===== src/rtl/core/jkvl_pkg.sv =====
`default_nettype none

package jkvl_pkg;

    // Default sizing
    localparam int MAX_KEY_BYTES_DEF = 16;
    localparam int OFFSET_BITS_DEF   = 16;

    // Fixed field widths
    localparam int BYTE_W     = 8;
    localparam int KEY_LEN_W  = 5;
    localparam int KEY_WORD_W = 64;
    localparam int REPORT_W   = 16;
    localparam int DEPTH_W    = 16;
    localparam int CFG_IDX_W  = 2;

    // Configuration register indexes
    localparam logic [CFG_IDX_W-1:0] CFG_KEY_LENGTH = 2'd0;
    localparam logic [CFG_IDX_W-1:0] CFG_KEY_LOW    = 2'd1;
    localparam logic [CFG_IDX_W-1:0] CFG_KEY_HIGH   = 2'd2;

    // Document characters
    localparam logic [BYTE_W-1:0] CH_LBRACE = 8'h7B;
    localparam logic [BYTE_W-1:0] CH_RBRACE = 8'h7D;
    localparam logic [BYTE_W-1:0] CH_QUOTE  = 8'h22;
    localparam logic [BYTE_W-1:0] CH_COMMA  = 8'h2C;
    localparam logic [BYTE_W-1:0] CH_COLON  = 8'h3A;

    localparam logic [DEPTH_W-1:0] DEPTH_MAX = '1;

    // One search result
    typedef struct packed {
        logic                found;
        logic [REPORT_W-1:0] value_offset;
        logic [REPORT_W-1:0] value_length;
    } result_t;

    // Space, tab, line feed, vertical tab, form feed, carriage return
    function automatic logic is_ws(input logic [BYTE_W-1:0] b);
        return (b == 8'h20) || ((b >= 8'h09) && (b <= 8'h0D));
    endfunction

    // Fold upper-case ASCII letters to lower case
    function automatic logic [BYTE_W-1:0] fold_case(input logic [BYTE_W-1:0] b);
        return ((b >= 8'h41) && (b <= 8'h5A)) ? (b + 8'h20) : b;
    endfunction

endpackage

`default_nettype wire


===== src/rtl/core/jkvl_scan.sv =====
`default_nettype none

module jkvl_scan #(
    parameter int MAX_KEY_BYTES = jkvl_pkg::MAX_KEY_BYTES_DEF,
    parameter int OFFSET_BITS   = jkvl_pkg::OFFSET_BITS_DEF
) (
    input  wire logic                                    aclk,
    input  wire logic                                    aresetn,
    input  wire logic [jkvl_pkg::KEY_LEN_W-1:0]          key_length,
    input  wire logic [2*jkvl_pkg::KEY_WORD_W-1:0]       key_bytes,
    input  wire logic                                    byte_en,
    input  wire logic [jkvl_pkg::BYTE_W-1:0]             doc_byte,
    input  wire logic                                    last_byte,
    output logic                                         res_valid,
    output jkvl_pkg::result_t                            res
);

    localparam int KIDX_W = $clog2(MAX_KEY_BYTES + 1);
    localparam int KSEL_W = (MAX_KEY_BYTES > 1) ? $clog2(MAX_KEY_BYTES) : 1;

    typedef enum logic [3:0] {
        PH_START,
        PH_SCAN,
        PH_NAME,
        PH_SKIPSTR,
        PH_NESTED,
        PH_END,
        PH_PRECOLON,
        PH_POSTCOLON,
        PH_VALUE,
        PH_VDONE
    } phase_t;

    phase_t                          phase_reg,  phase_next;
    logic [OFFSET_BITS-1:0]          pos_reg;
    logic [jkvl_pkg::DEPTH_W-1:0]    depth_reg,  depth_next;
    logic                            quote_reg,  quote_next;
    logic [KIDX_W-1:0]               kidx_reg,   kidx_next;
    logic [OFFSET_BITS-1:0]          vstart_reg, vstart_next;
    logic [OFFSET_BITS-1:0]          vend_reg,   vend_next;

    logic [OFFSET_BITS-1:0]          pos_inc;
    logic [KIDX_W-1:0]               eff_len;
    logic [KSEL_W-1:0]               key_sel;
    logic [jkvl_pkg::BYTE_W-1:0]     key_byte;
    logic                            name_hit;
    logic                            b_ws, b_quote, b_lbrace, b_rbrace, b_comma, b_colon;
    logic                            run_value;
    logic                            found_next;
    logic [OFFSET_BITS-1:0]          vlen_next;
    logic [OFFSET_BITS+jkvl_pkg::REPORT_W-1:0] start_ext, len_ext;

    assign pos_inc  = pos_reg + 1'b1;
    assign eff_len  = (key_length > jkvl_pkg::KEY_LEN_W'(MAX_KEY_BYTES)) ?
                      KIDX_W'(MAX_KEY_BYTES) : KIDX_W'(key_length);
    assign key_sel  = kidx_reg[KSEL_W-1:0];
    assign key_byte = key_bytes[8*key_sel +: 8];
    assign name_hit = (jkvl_pkg::fold_case(doc_byte) == jkvl_pkg::fold_case(key_byte));

    assign b_ws     = jkvl_pkg::is_ws(doc_byte);
    assign b_quote  = (doc_byte == jkvl_pkg::CH_QUOTE);
    assign b_lbrace = (doc_byte == jkvl_pkg::CH_LBRACE);
    assign b_rbrace = (doc_byte == jkvl_pkg::CH_RBRACE);
    assign b_comma  = (doc_byte == jkvl_pkg::CH_COMMA);
    assign b_colon  = (doc_byte == jkvl_pkg::CH_COLON);

    always_comb begin
        phase_next  = phase_reg;
        depth_next  = depth_reg;
        quote_next  = quote_reg;
        kidx_next   = kidx_reg;
        vstart_next = vstart_reg;
        vend_next   = vend_reg;
        run_value   = 1'b0;

        case (phase_reg)
            PH_START, PH_SCAN: begin
                if (b_quote) begin
                    phase_next = PH_NAME;
                    kidx_next  = '0;
                end else if (b_lbrace) begin
                    if (phase_reg == PH_START) begin
                        phase_next = PH_SCAN;
                    end else begin
                        depth_next = jkvl_pkg::DEPTH_W'(1);
                        quote_next = 1'b0;
                        phase_next = PH_NESTED;
                    end
                end else if (b_rbrace) begin
                    phase_next = PH_END;
                end
            end
            PH_NAME: begin
                if ((kidx_reg < eff_len) && name_hit) begin
                    kidx_next = kidx_reg + 1'b1;
                end else if ((kidx_reg >= eff_len) && b_quote) begin
                    vstart_next = pos_inc;
                    vend_next   = pos_inc;
                    depth_next  = '0;
                    quote_next  = 1'b0;
                    phase_next  = PH_PRECOLON;
                end else begin
                    phase_next = b_quote ? PH_SCAN : PH_SKIPSTR;
                end
            end
            PH_SKIPSTR: begin
                if (b_quote) begin
                    phase_next = PH_SCAN;
                end
            end
            PH_NESTED: begin
                if (quote_reg) begin
                    if (b_quote) begin
                        quote_next = 1'b0;
                    end
                end else if (b_quote) begin
                    quote_next = 1'b1;
                end else if (b_lbrace) begin
                    if (depth_reg != jkvl_pkg::DEPTH_MAX) begin
                        depth_next = depth_reg + 1'b1;
                    end
                end else if (b_rbrace) begin
                    if (depth_reg <= jkvl_pkg::DEPTH_W'(1)) begin
                        depth_next = '0;
                        phase_next = PH_SCAN;
                    end else begin
                        depth_next = depth_reg - 1'b1;
                    end
                end
            end
            PH_PRECOLON, PH_POSTCOLON: begin
                if (b_ws || ((phase_reg == PH_PRECOLON) && b_colon)) begin
                    if (b_colon) begin
                        phase_next = PH_POSTCOLON;
                    end
                    vstart_next = pos_inc;
                    vend_next   = pos_inc;
                end else begin
                    phase_next = PH_VALUE;
                    run_value  = 1'b1;
                end
            end
            PH_VALUE: begin
                run_value = 1'b1;
            end
            default: begin
            end
        endcase

        // Value body: count braces, stop on a top-level comma or closing brace
        if (run_value) begin
            if (quote_reg) begin
                if (b_quote) begin
                    quote_next = 1'b0;
                end
            end else if (depth_reg != '0) begin
                if (b_lbrace) begin
                    if (depth_reg != jkvl_pkg::DEPTH_MAX) begin
                        depth_next = depth_reg + 1'b1;
                    end
                end else if (b_rbrace) begin
                    depth_next = depth_reg - 1'b1;
                end
            end else if (b_quote) begin
                quote_next = 1'b1;
            end else if (b_lbrace) begin
                depth_next = jkvl_pkg::DEPTH_W'(1);
            end else if (b_rbrace || b_comma) begin
                phase_next = PH_VDONE;
            end
            if (!b_ws && !(!quote_reg && (depth_reg == '0) && (b_rbrace || b_comma))) begin
                vend_next = pos_inc;
            end
        end
    end

    assign found_next = (phase_next == PH_PRECOLON) || (phase_next == PH_POSTCOLON) ||
                        (phase_next == PH_VALUE)    || (phase_next == PH_VDONE);
    assign vlen_next  = vend_next - vstart_next;
    assign start_ext  = {{jkvl_pkg::REPORT_W{1'b0}}, vstart_next};
    assign len_ext    = {{jkvl_pkg::REPORT_W{1'b0}}, vlen_next};

    assign res_valid        = byte_en && last_byte;
    assign res.found        = found_next;
    assign res.value_offset = found_next ? start_ext[jkvl_pkg::REPORT_W-1:0] : '0;
    assign res.value_length = found_next ? len_ext[jkvl_pkg::REPORT_W-1:0] : '0;

    always_ff @(posedge aclk) begin
        if (!aresetn) begin
            phase_reg  <= PH_START;
            pos_reg    <= '0;
            depth_reg  <= '0;
            quote_reg  <= 1'b0;
            kidx_reg   <= '0;
            vstart_reg <= '0;
            vend_reg   <= '0;
        end else if (byte_en) begin
            if (last_byte) begin
                // Document done: start fresh for the next one
                phase_reg  <= PH_START;
                pos_reg    <= '0;
                depth_reg  <= '0;
                quote_reg  <= 1'b0;
                kidx_reg   <= '0;
                vstart_reg <= '0;
                vend_reg   <= '0;
            end else begin
                phase_reg  <= phase_next;
                pos_reg    <= pos_inc;
                depth_reg  <= depth_next;
                quote_reg  <= quote_next;
                kidx_reg   <= kidx_next;
                vstart_reg <= vstart_next;
                vend_reg   <= vend_next;
            end
        end
    end

    a_nested_depth: assert property (@(posedge aclk) disable iff (!aresetn)
        (phase_reg == PH_NESTED) |-> (depth_reg != '0))
        else $error("nested phase with zero brace depth");

    a_depth_idle: assert property (@(posedge aclk) disable iff (!aresetn)
        ((phase_reg != PH_NESTED) && (phase_reg != PH_VALUE)) |-> (depth_reg == '0))
        else $error("brace depth left over outside nested or value phase");

    a_quote_idle: assert property (@(posedge aclk) disable iff (!aresetn)
        ((phase_reg != PH_NESTED) && (phase_reg != PH_VALUE)) |-> !quote_reg)
        else $error("quote open outside nested or value phase");

    a_kidx_bound: assert property (@(posedge aclk) disable iff (!aresetn)
        (phase_reg == PH_NAME) |-> (kidx_reg <= eff_len))
        else $error("key match index past key length");

    a_doc_restart: assert property (@(posedge aclk) disable iff (!aresetn)
        (byte_en && last_byte) |=> ((phase_reg == PH_START) && (pos_reg == '0)))
        else $error("document state not cleared after last byte");

endmodule

`default_nettype wire


===== src/rtl/core/json_key_value_locator.sv =====
`default_nettype none

// JSON key/value locator.
// Documents stream in on the s_ channel one byte per item; s_last_byte marks
// the final byte. The block looks for the configured key among the quoted
// names of the top-level object (ASCII case folded) and, on the last byte,
// delivers one item on the m_ channel: found flag, byte offset of the value
// and trimmed value length (both zero when not found).
// The key is set through the write port (cfg_wr_en, cfg_index, cfg_wdata):
// index 0 key length, 1 key bytes 0..7, 2 key bytes 8..15. Write it only
// between documents.
// Throughput: one byte per cycle while s_ready is high; the scan state
// updates in the cycle the byte is taken. The result of the last byte is
// registered into the output register, or parks in the skid entry if held.
// Stall: a result register plus a one-entry skid register hold results
// while m_ready is low; bytes keep flowing until the skid entry fills, then
// s_ready drops until the receiver takes an item.
// Reset (aresetn, synchronous, active low) empties both result registers,
// clears the scan state and sets the key length to one, key bytes to zero.
module json_key_value_locator #(
    parameter int MAX_KEY_BYTES = jkvl_pkg::MAX_KEY_BYTES_DEF,
    parameter int OFFSET_BITS   = jkvl_pkg::OFFSET_BITS_DEF
) (
    input  wire logic                                aclk,
    input  wire logic                                aresetn,

    input  wire logic                                cfg_wr_en,
    input  wire logic [jkvl_pkg::CFG_IDX_W-1:0]      cfg_index,
    input  wire logic [jkvl_pkg::KEY_WORD_W-1:0]     cfg_wdata,

    input  wire logic                                s_valid,
    output logic                                     s_ready,
    input  wire logic [jkvl_pkg::BYTE_W-1:0]         s_doc_byte,
    input  wire logic                                s_last_byte,

    output logic                                     m_valid,
    input  wire logic                                m_ready,
    output logic                                     m_found,
    output logic [jkvl_pkg::REPORT_W-1:0]            m_value_offset,
    output logic [jkvl_pkg::REPORT_W-1:0]            m_value_length
);

    // Key registers
    logic [jkvl_pkg::KEY_LEN_W-1:0]   key_len_reg;
    logic [jkvl_pkg::KEY_WORD_W-1:0]  key_low_reg;
    logic [jkvl_pkg::KEY_WORD_W-1:0]  key_high_reg;

    // Result register and skid entry
    logic                             out_valid_reg;
    jkvl_pkg::result_t                out_reg;
    logic                             skid_valid_reg;
    jkvl_pkg::result_t                skid_reg;

    logic                             byte_en;
    logic                             res_valid;
    jkvl_pkg::result_t                res;
    logic                             pop;

    // Take a byte whenever the skid entry is free
    assign s_ready = !skid_valid_reg;
    assign byte_en = s_valid && s_ready;
    assign pop     = out_valid_reg && m_ready;

    always_ff @(posedge aclk) begin
        if (!aresetn) begin
            key_len_reg  <= jkvl_pkg::KEY_LEN_W'(1);
            key_low_reg  <= '0;
            key_high_reg <= '0;
        end else if (cfg_wr_en) begin
            case (cfg_index)
                jkvl_pkg::CFG_KEY_LENGTH: key_len_reg  <= cfg_wdata[jkvl_pkg::KEY_LEN_W-1:0];
                jkvl_pkg::CFG_KEY_LOW:    key_low_reg  <= cfg_wdata;
                jkvl_pkg::CFG_KEY_HIGH:   key_high_reg <= cfg_wdata;
                default: begin
                end
            endcase
        end
    end

    jkvl_scan #(
        .MAX_KEY_BYTES (MAX_KEY_BYTES),
        .OFFSET_BITS   (OFFSET_BITS)
    ) u_scan (
        .aclk       (aclk),
        .aresetn    (aresetn),
        .key_length (key_len_reg),
        .key_bytes  ({key_high_reg, key_low_reg}),
        .byte_en    (byte_en),
        .doc_byte   (s_doc_byte),
        .last_byte  (s_last_byte),
        .res_valid  (res_valid),
        .res        (res)
    );

    // Result buffering: the skid entry drains into the output register first;
    // a new result goes straight out when the output register frees up,
    // otherwise it parks in the skid entry.
    always_ff @(posedge aclk) begin
        if (!aresetn) begin
            out_valid_reg  <= 1'b0;
            skid_valid_reg <= 1'b0;
        end else if (skid_valid_reg) begin
            if (pop) begin
                out_valid_reg  <= 1'b1;
                skid_valid_reg <= 1'b0;
            end
        end else if (res_valid) begin
            if (!out_valid_reg || pop) begin
                out_valid_reg <= 1'b1;
            end else begin
                skid_valid_reg <= 1'b1;
            end
        end else if (pop) begin
            out_valid_reg <= 1'b0;
        end
    end

    always_ff @(posedge aclk) begin
        if (skid_valid_reg) begin
            if (pop) begin
                out_reg <= skid_reg;
            end
        end else if (res_valid) begin
            if (!out_valid_reg || pop) begin
                out_reg <= res;
            end else begin
                skid_reg <= res;
            end
        end
    end

    assign m_valid        = out_valid_reg;
    assign m_found        = out_reg.found;
    assign m_value_offset = out_reg.value_offset;
    assign m_value_length = out_reg.value_length;

    a_skid_behind_out: assert property (@(posedge aclk) disable iff (!aresetn)
        skid_valid_reg |-> out_valid_reg)
        else $error("skid entry holds an item while output register is empty");

    a_result_lands: assert property (@(posedge aclk) disable iff (!aresetn)
        res_valid |=> out_valid_reg)
        else $error("result produced but output register empty next cycle");

    a_skid_fill: assert property (@(posedge aclk) disable iff (!aresetn)
        (res_valid && out_valid_reg && !m_ready) |=> skid_valid_reg)
        else $error("stalled result not parked in skid entry");

    a_no_drop: assert property (@(posedge aclk) disable iff (!aresetn)
        (skid_valid_reg && !m_ready) |=> (skid_valid_reg && out_valid_reg))
        else $error("buffered item lost while receiver stalls");

endmodule

`default_nettype wire

===== config.mk =====
export PLATFORM = sky130hd
export DESIGN_NAME = json_key_value_locator
export DESIGN_NICKNAME = d
export VERILOG_FILES = /design/src/rtl/core/jkvl_pkg.sv /design/src/rtl/core/jkvl_scan.sv /design/src/rtl/core/json_key_value_locator.sv
export SDC_FILE = /design/constraint.sdc
export NUM_CORES = 1
export LEC_CHECK = 0
export BUFFER_PORTS_ARGS = -buffer_cell sky130_fd_sc_hd__buf_4
export CAP_MARGIN = 10
export CORE_MARGIN = 1
export CORE_UTILIZATION = 40
export DETAILED_ROUTE_END_ITERATION = 16
export PLACE_DENSITY = 0.62
export SLEW_MARGIN = 20
export SYNTH_ARGS = -nofsm -noshare
export SYNTH_HDL_FRONTEND = slang
export SYNTH_SLANG_ARGS = --single-unit

===== constraint.sdc =====
create_clock -name aclk -period 16.4 [get_ports aclk]
set_input_delay 0.82 -clock aclk [delete_from_list [all_inputs] [get_ports aclk]]
set_output_delay 0.82 -clock aclk [all_outputs]
set_load 0.03 [all_outputs]

==> Word level (Yosys, flattened, before mapping) <==
Index checks and enable logic that the tools add are counted.
{ "totals": {"wordCells": 200, "regBits": 275, "out_inout_bits": 35} }
{ "classes": {"add_sub_neg": 7, "n_reduce_logical": 41, "bitwise": 2, "n_shift": 1, "n_lt_le_gt_ge": 10, "n_eq_ne": 25, "muxes": 96} }
{ "op_table": {"columns": ["op", "n"], "rows": [
  ["two-way mux 16 bit", 33],
  ["two-way mux 33 bit", 4],
  ["indexed part select 128 x 8 -> 8 bit", 1],
  ["two-way mux 4 bit", 20],
  ["one-hot mux 16 bit (2 select lines)", 2],
  ["one-hot mux 16 bit (3 select lines)", 1],
  ["adder 16 x 1 -> 16 bit, second input constant", 2],
  ["equality test 8 x 6 -> 1 bit, second input constant", 4],
  ["two-way mux 1 bit", 24],
  ["equality test 4 x 3 -> 1 bit, second input constant", 5],
  ["two-way mux 5 bit", 4],
  ["one-hot mux 4 bit (5 select lines)", 1],
  ["adder 8 x 6 -> 8 bit, second input constant", 2],
  ["equality test 8 x 7 -> 1 bit, second input constant", 2],
  [">= comparator 8 x 7 -> 1 bit, second input constant", 2],
  ["less-or-equal comparator 16 x 1 -> 1 bit, second input constant", 1],
  ["less-or-equal comparator 8 x 7 -> 1 bit, second input constant", 2],
  ["zero test 16 bit", 1],
  ["two-way mux 8 bit", 2],
  ["!= test 16 bit, second input constant", 1],
  ["nonzero test 16 bit", 1],
  ["subtractor 16 x 1 -> 16 bit, second input constant", 1],
  ["subtractor 16 bit", 1],
  ["equality test 4 bit, second input constant", 3],
  ["30 further kinds", 62]
]} }

==> Depth between registers and ports, before layout <==
{ "logic_depth": {"word_depth": 22, "mapped_depth": 30, "ltp_nobuf": 26} }

==> Cells and area by module <==
Synthesis repeated with hierarchy kept, for this count alone.
{ "hier_totals": {"hier_cells": 1684, "area_unflattened_um2": 15125.8} }
{ "modules_own_cells": {"columns": ["mod", "cells_per_inst", "area_per_inst_um2", "n_inst"], "rows": [
  ["jkvl_scan", 1048, 8097.8, 1],
  ["json_key_value_locator", 636, 7028.0, 1]
]} }

==> Worst setup path after synthesis <==
No wires, ideal clock.
{ "synth_timing": {"path_kind": "register to register", "start": "register u_scan.kidx_reg[1]", "end": "register out_reg (netlist bit m_value_length[14]), data pin", "path_buffers": 5, "setup_time_ns": 0.256, "arrival_ns": 6.505, "stages_incl_launch_ff": 31, "slack_ns": 9.639, "cell_sequence": "dfxtp_1 > buf_6 > buf_4 > buf_2 > mux4_2 > mux2i_1 > o21a_1 > inv_1 > ha_1 > or2_2 > a31o_1 > o2111a_2 > a211oi_2 > or3_1 > buf_2 > buf_1 > nand2_1 > o21ai_1 > ha_1 > inv_1 > fa_1 > a21o_1 > a21oi_1 > o21bai_1 > a21oi_1 > o21bai_1 > a211o_1 > a2111oi_0 > nor4b_1 > a311o_1 > a31o_2"} }
{ "synth_via": {"elab_chain_cells": 22, "elab_cells_between_ends": 40, "classes_between": "add/sub (2); order compare (4); eq/ne (5); shift (1); mux (22); reduce/logical (6)"} }
{ "synth_lines": {"columns": ["element", "line", "source"], "rows": [
  ["start: declaration", "jkvl_scan.sv:38", "logic [KIDX_W-1:0] kidx_reg, kidx_next;"],
  ["start signal: assignment", "jkvl_scan.sv:212", "kidx_reg <= kidx_next;"],
  ["indexed part select 128 x 8 -> 8 bit", "jkvl_scan.sv:57", "assign key_byte = key_bytes[8*key_sel +: 8];"],
  [">= comparator 8 x 7 -> 1 bit or less-or-equal comparator 8 x 7 -> 1 bit (tied branches)", "jkvl_pkg.sv:45", "return ((b >= 8'h41) && (b <= 8'h5A)) ? (b + 8'h20) : b;"],
  ["logical AND 1 bit", "jkvl_pkg.sv:45", null],
  ["two-way mux 8 bit", "jkvl_pkg.sv:45", null],
  ["equality test 8 bit", "jkvl_scan.sv:58", "assign name_hit = (jkvl_pkg::fold_case(doc_byte) == jkvl_pkg::fold_case(key_byte));"],
  ["logical AND 1 bit", "jkvl_scan.sv:94", "if ((kidx_reg < eff_len) && name_hit) begin"],
  ["two-way mux 4 bit", "jkvl_scan.sv:94", null],
  ["one-hot mux 4 bit (5 select lines)", "jkvl_scan.sv:76", "case (phase_reg)"],
  ["[... 5 more ...]", null, null],
  ["two-way mux 4 bit", "jkvl_scan.sv:151", "if (run_value) begin"],
  ["equality test 4 x 3 -> 1 bit", "jkvl_scan.sv:177", "assign found_next = (phase_next == PH_PRECOLON) || (phase_next == PH_POSTCOLON) ||"],
  ["logical OR 1 bit (2 in series)", "jkvl_scan.sv:177", null],
  ["logical OR 1 bit", "jkvl_scan.sv:178", "(phase_next == PH_VALUE) || (phase_next == PH_VDONE);"],
  ["two-way mux 16 bit *", "jkvl_scan.sv:186", "assign res.value_length = found_next ? len_ext[jkvl_pkg::REPORT_W-1:0] : '0;"],
  ["two-way mux 33 bit *", "json_key_value_locator.sv:124", "if (!out_valid_reg || pop) begin"],
  ["two-way mux 33 bit *", "json_key_value_locator.sv:123", "end else if (res_valid) begin"],
  ["two-way mux 33 bit *", "json_key_value_locator.sv:119", "if (skid_valid_reg) begin"],
  ["end signal: assignment", "json_key_value_locator.sv:121", "out_reg <= skid_reg;"],
  ["end signal: assignment", "json_key_value_locator.sv:125", "out_reg <= res;"],
  ["end: declaration", "json_key_value_locator.sv:50", "jkvl_pkg::result_t out_reg;"]
]} }
Every way passes the cells marked *; elsewhere a longest branch is shown, timed or not. The select of a mux whose other input is x is not followed.
A chain may end at the register's enable or synchronous reset.

==> Final worst setup path <==
Same ends and word-level chain as after synthesis.

==> flow_metrics.tcl <==
set metrics [dict create \
    worstMarginPinSlew_ns 1.072 \
    dieWidth_um 194.6 \
    post_cts_buffers 0 \
    root_buffer "clkbuf_16" \
    ff2ff_path_depth 26 \
    worst_setup_path_start_kind "flop" \
    clk_latency_ns 0.57 \
    ys_types 81 \
    antenna_found_initial 0 \
    cts_resized 0 \
    reg2reg_slack_ns 8.66 \
    cts_sinks 275 \
    numCtsBuffers 30 \
    worst_slack_ns 8.659 \
    final_cells 2295 \
    ys_ff_latch 275 \
    tns_ns 0 \
    power_frac_clock_pct 46.3 \
    synth-edff-count 66 \
    path_class "reg -> reg" \
    pre_cts_ws_ns 8.380 \
    rows 70 \
    grt_overflow 0 \
    drive_above_1_share_pct 14.12 \
    syn_area_per_cell_um2 8.401 \
    hold_buffers 0 \
    arrival_ns 8.06 \
    min_path_cells 2 \
    worst-path-max-fanout 35 \
    dr.pass1.iters 5 \
    p_seq_share_pct 46.0 \
    portBuffers 114 \
    r2r_end "m_value_length[14]" \
    synth_flop_cell "dfxtp_1" \
    post_drt_wl_per_cell_um 18.47 \
    layout_commonest_cell "nand2_1" \
    nFillCells 3576 \
    p_per_area_nw_per_um2 91.79 \
    status "finished clean" \
    synthCells 1767 \
    rsz0062_at_grt "no" \
    slew_violations 0 \
    final_cell_area_um2 17040 \
    core_um2 36520 \
    drc 0 \
    dieArea_um2 37880 \
    layout.nets 1912 \
    clock_path_buffers 3 \
    internal-power_mw 1.196 \
    leakagePower_nw 6.010 \
    min_path_type "reg -> reg" \
    layout_common_cells "400 x nand2_1, 207 x dfxtp_1, 203 x a21oi_1, 136 x buf_4, 133 x nor2_1" \
    globalRouteTotalUtil_pct 22.02 \
    place_area_um2 15950 \
    fp.dieH_um 194.6 \
    ir_drop_v 0.00007125 \
    ys_seq_area_share_pct 41.54 \
    drtIter0Drc 1229 \
    grt_max_degree 89 \
    clkTransAtPathRegs_ns 0.06 \
    period_needed_ns 7.741 \
    yosysTopAreaCell "dfxtp_1" \
    switching_share_pct 23.52 \
    holdWs_ns 0.4490 \
    grt_pass1_wl_um 67610 \
    postRouteAntennaNets 0 \
    multi_input_area_um2 8102 \
    tritoncts "yes" \
    synth_area_leaders "dfxtp_1 28%, edfxtp_1 13%, nand2_1 10%, a21oi_1 6.9%, mux4_2 5.6%" \
    combPwrFrac_pct 7.7 \
    fmax_mhz 129.2 \
    finalSetupViolCount 0 \
    relSlewSlack_pct 28.37 \
    yosysTopAreaCellShare_pct 28.19 \
    diodes 0 \
    finalHoldViolations 0 \
    syn_area_um2 14840 \
    ios 115 \
    worstPathRequired_ns 16.72 \
    ys_warn_count 0 \
    syn2layout_area_growth_pct 14.82 \
    finalWeightedCongestion 0.8787 \
    finClkSkew_ns 0.01481 \
    syn-num-nets 1875 \
    async_flop_share_pct 0 \
    power.total_mw 1.564 \
    h-tree-depth 1 \
    start_util_pct 40.64 \
    min_period_over_period_pct 47.20 \
    seq_area_um2 6173 \
    dp_hpwl_um 28990 \
    hp-start "u_scan.vstart_reg[12]" \
    viasPerCell 5.703 \
    grt_pass1_vias 12270 \
    route.vias.total 13090 \
    drt-total-wl_um 42390 \
    placed_cells_incl_taps 2240 \
    netSwitchingPower_mw 0.3679 \
    finish.utilization_pct 46.67 \
    max-cap-violations 0 \
    end_kind "flop" \
    reg2reg_from "u_scan.kidx_reg[1]" \
    hold_path_end "u_scan.vstart_reg[12]" \
]
-- worst max-delay path, stage by stage, from the launching register on --
cell,delay (ns)
dfxtp_4,0.73
mux4_2,0.57
mux2_2,0.29
nand2_1,0.07
o21a_1,0.19
inv_1,0.06
ha_1,0.30
or2_2,0.30
a31o_1,0.18
o2111a_2,0.28
a211oi_2,0.58
or3_1,0.80
nand2_1,0.11
o21ai_1,0.11
ha_1,0.20
inv_1,0.06
fa_1,0.40
a21o_1,0.17
a21oi_1,0.23
o21bai_1,0.09
a21oi_1,0.21
o21bai_1,0.12
a211o_1,0.32
a2111oi_0,0.45
nor4b_1,0.10
a311o_1,0.30
a31o_2,0.24
-- power by group through the flow --
| stage | Sequential [mW] | Clock (mW) | Combinational, mW |
|---|---|---|---|
| after detailed placement | 0.735 | 0 | 0.121 |
| final | 0.720 | 0.724 | 0.121 |
| after global routing | 0.721 | 0.766 | 0.132 |
| after CTS | 0.720 | 0.740 | 0.121 |
| after floorplan | 0.736 | 0 | 0.0669 |
| after global placement | 0.735 | 0 | 0.119 |
-- final cells by class --
| class | count | share of cell area (%) |
|---|---|---|
| sequential | 275 | 36.22 |
| clock inverter | 7 | 0.7121 |
| clock buffer | 48 | 5.587 |
| tap | 468 | 3.436 |
| inverter | 23 | 0.5212 |
| multi-input combinational | 1338 | 47.53 |
| timing repair buffer | 136 | 5.990 |
-- per-layer routing --
layer | GRT usage [%] | part of all wire [%]
met5 | 0 | 0
met4 | 7.260 | 3.0
met3 | 2.603 | 4.8
met2 | 36.67 | 48
met1 | 29.61 | 44
-- logic make-up (layout without fill, tap and decap cells) --
family | count (synthesis) | after routing | share of synthesized area (%)
compound gates | 451 | 451 | 18.82
buf+inv | 154 | 214 | 4.198
fa+ha+maj | 29 | 29 | 2.478
xor+xnor | 58 | 58 | 3.422
flops | 275 | 275 | 41.54
mux | 69 | 69 | 7.830
simple gates | 731 | 731 | 21.71
-- how the worst max path moves through the flow --
stage | from | slack, ns | to | depth (start not counted)
after floorplan | u_scan.kidx_reg[1] | 9.64 | m_value_length[14] | 30
after global placement | u_scan.kidx_reg[1] | 8.46 | m_value_length[14] | 26
after detailed placement | u_scan.kidx_reg[1] | 8.38 | m_value_length[14] | 26
after CTS | u_scan.kidx_reg[1] | 8.36 | m_value_length[14] | 26
after global routing | u_scan.kidx_reg[1] | 8.15 | m_value_length[14] | 26
final | u_scan.kidx_reg[1] | 8.66 | m_value_length[14] | 26
-- cells in the mapped netlist (18+ instances only) --
master and count:
xor2_1 27, dfxtp_1 209, a22oi_1 18, a21oi_1 204, o21ai_0 40, clkbuf_1 111, mux2i_1 25, inv_1 19
nand2_1 400, o31ai_1 33, nor2_1 135, edfxtp_1 66, nand3_1 52, o21a_1 22, mux4_2 37, ha_1 27
xnor2_1 31, nor3_1 24
Note: power is estimated with default switching activity, not from simulation.
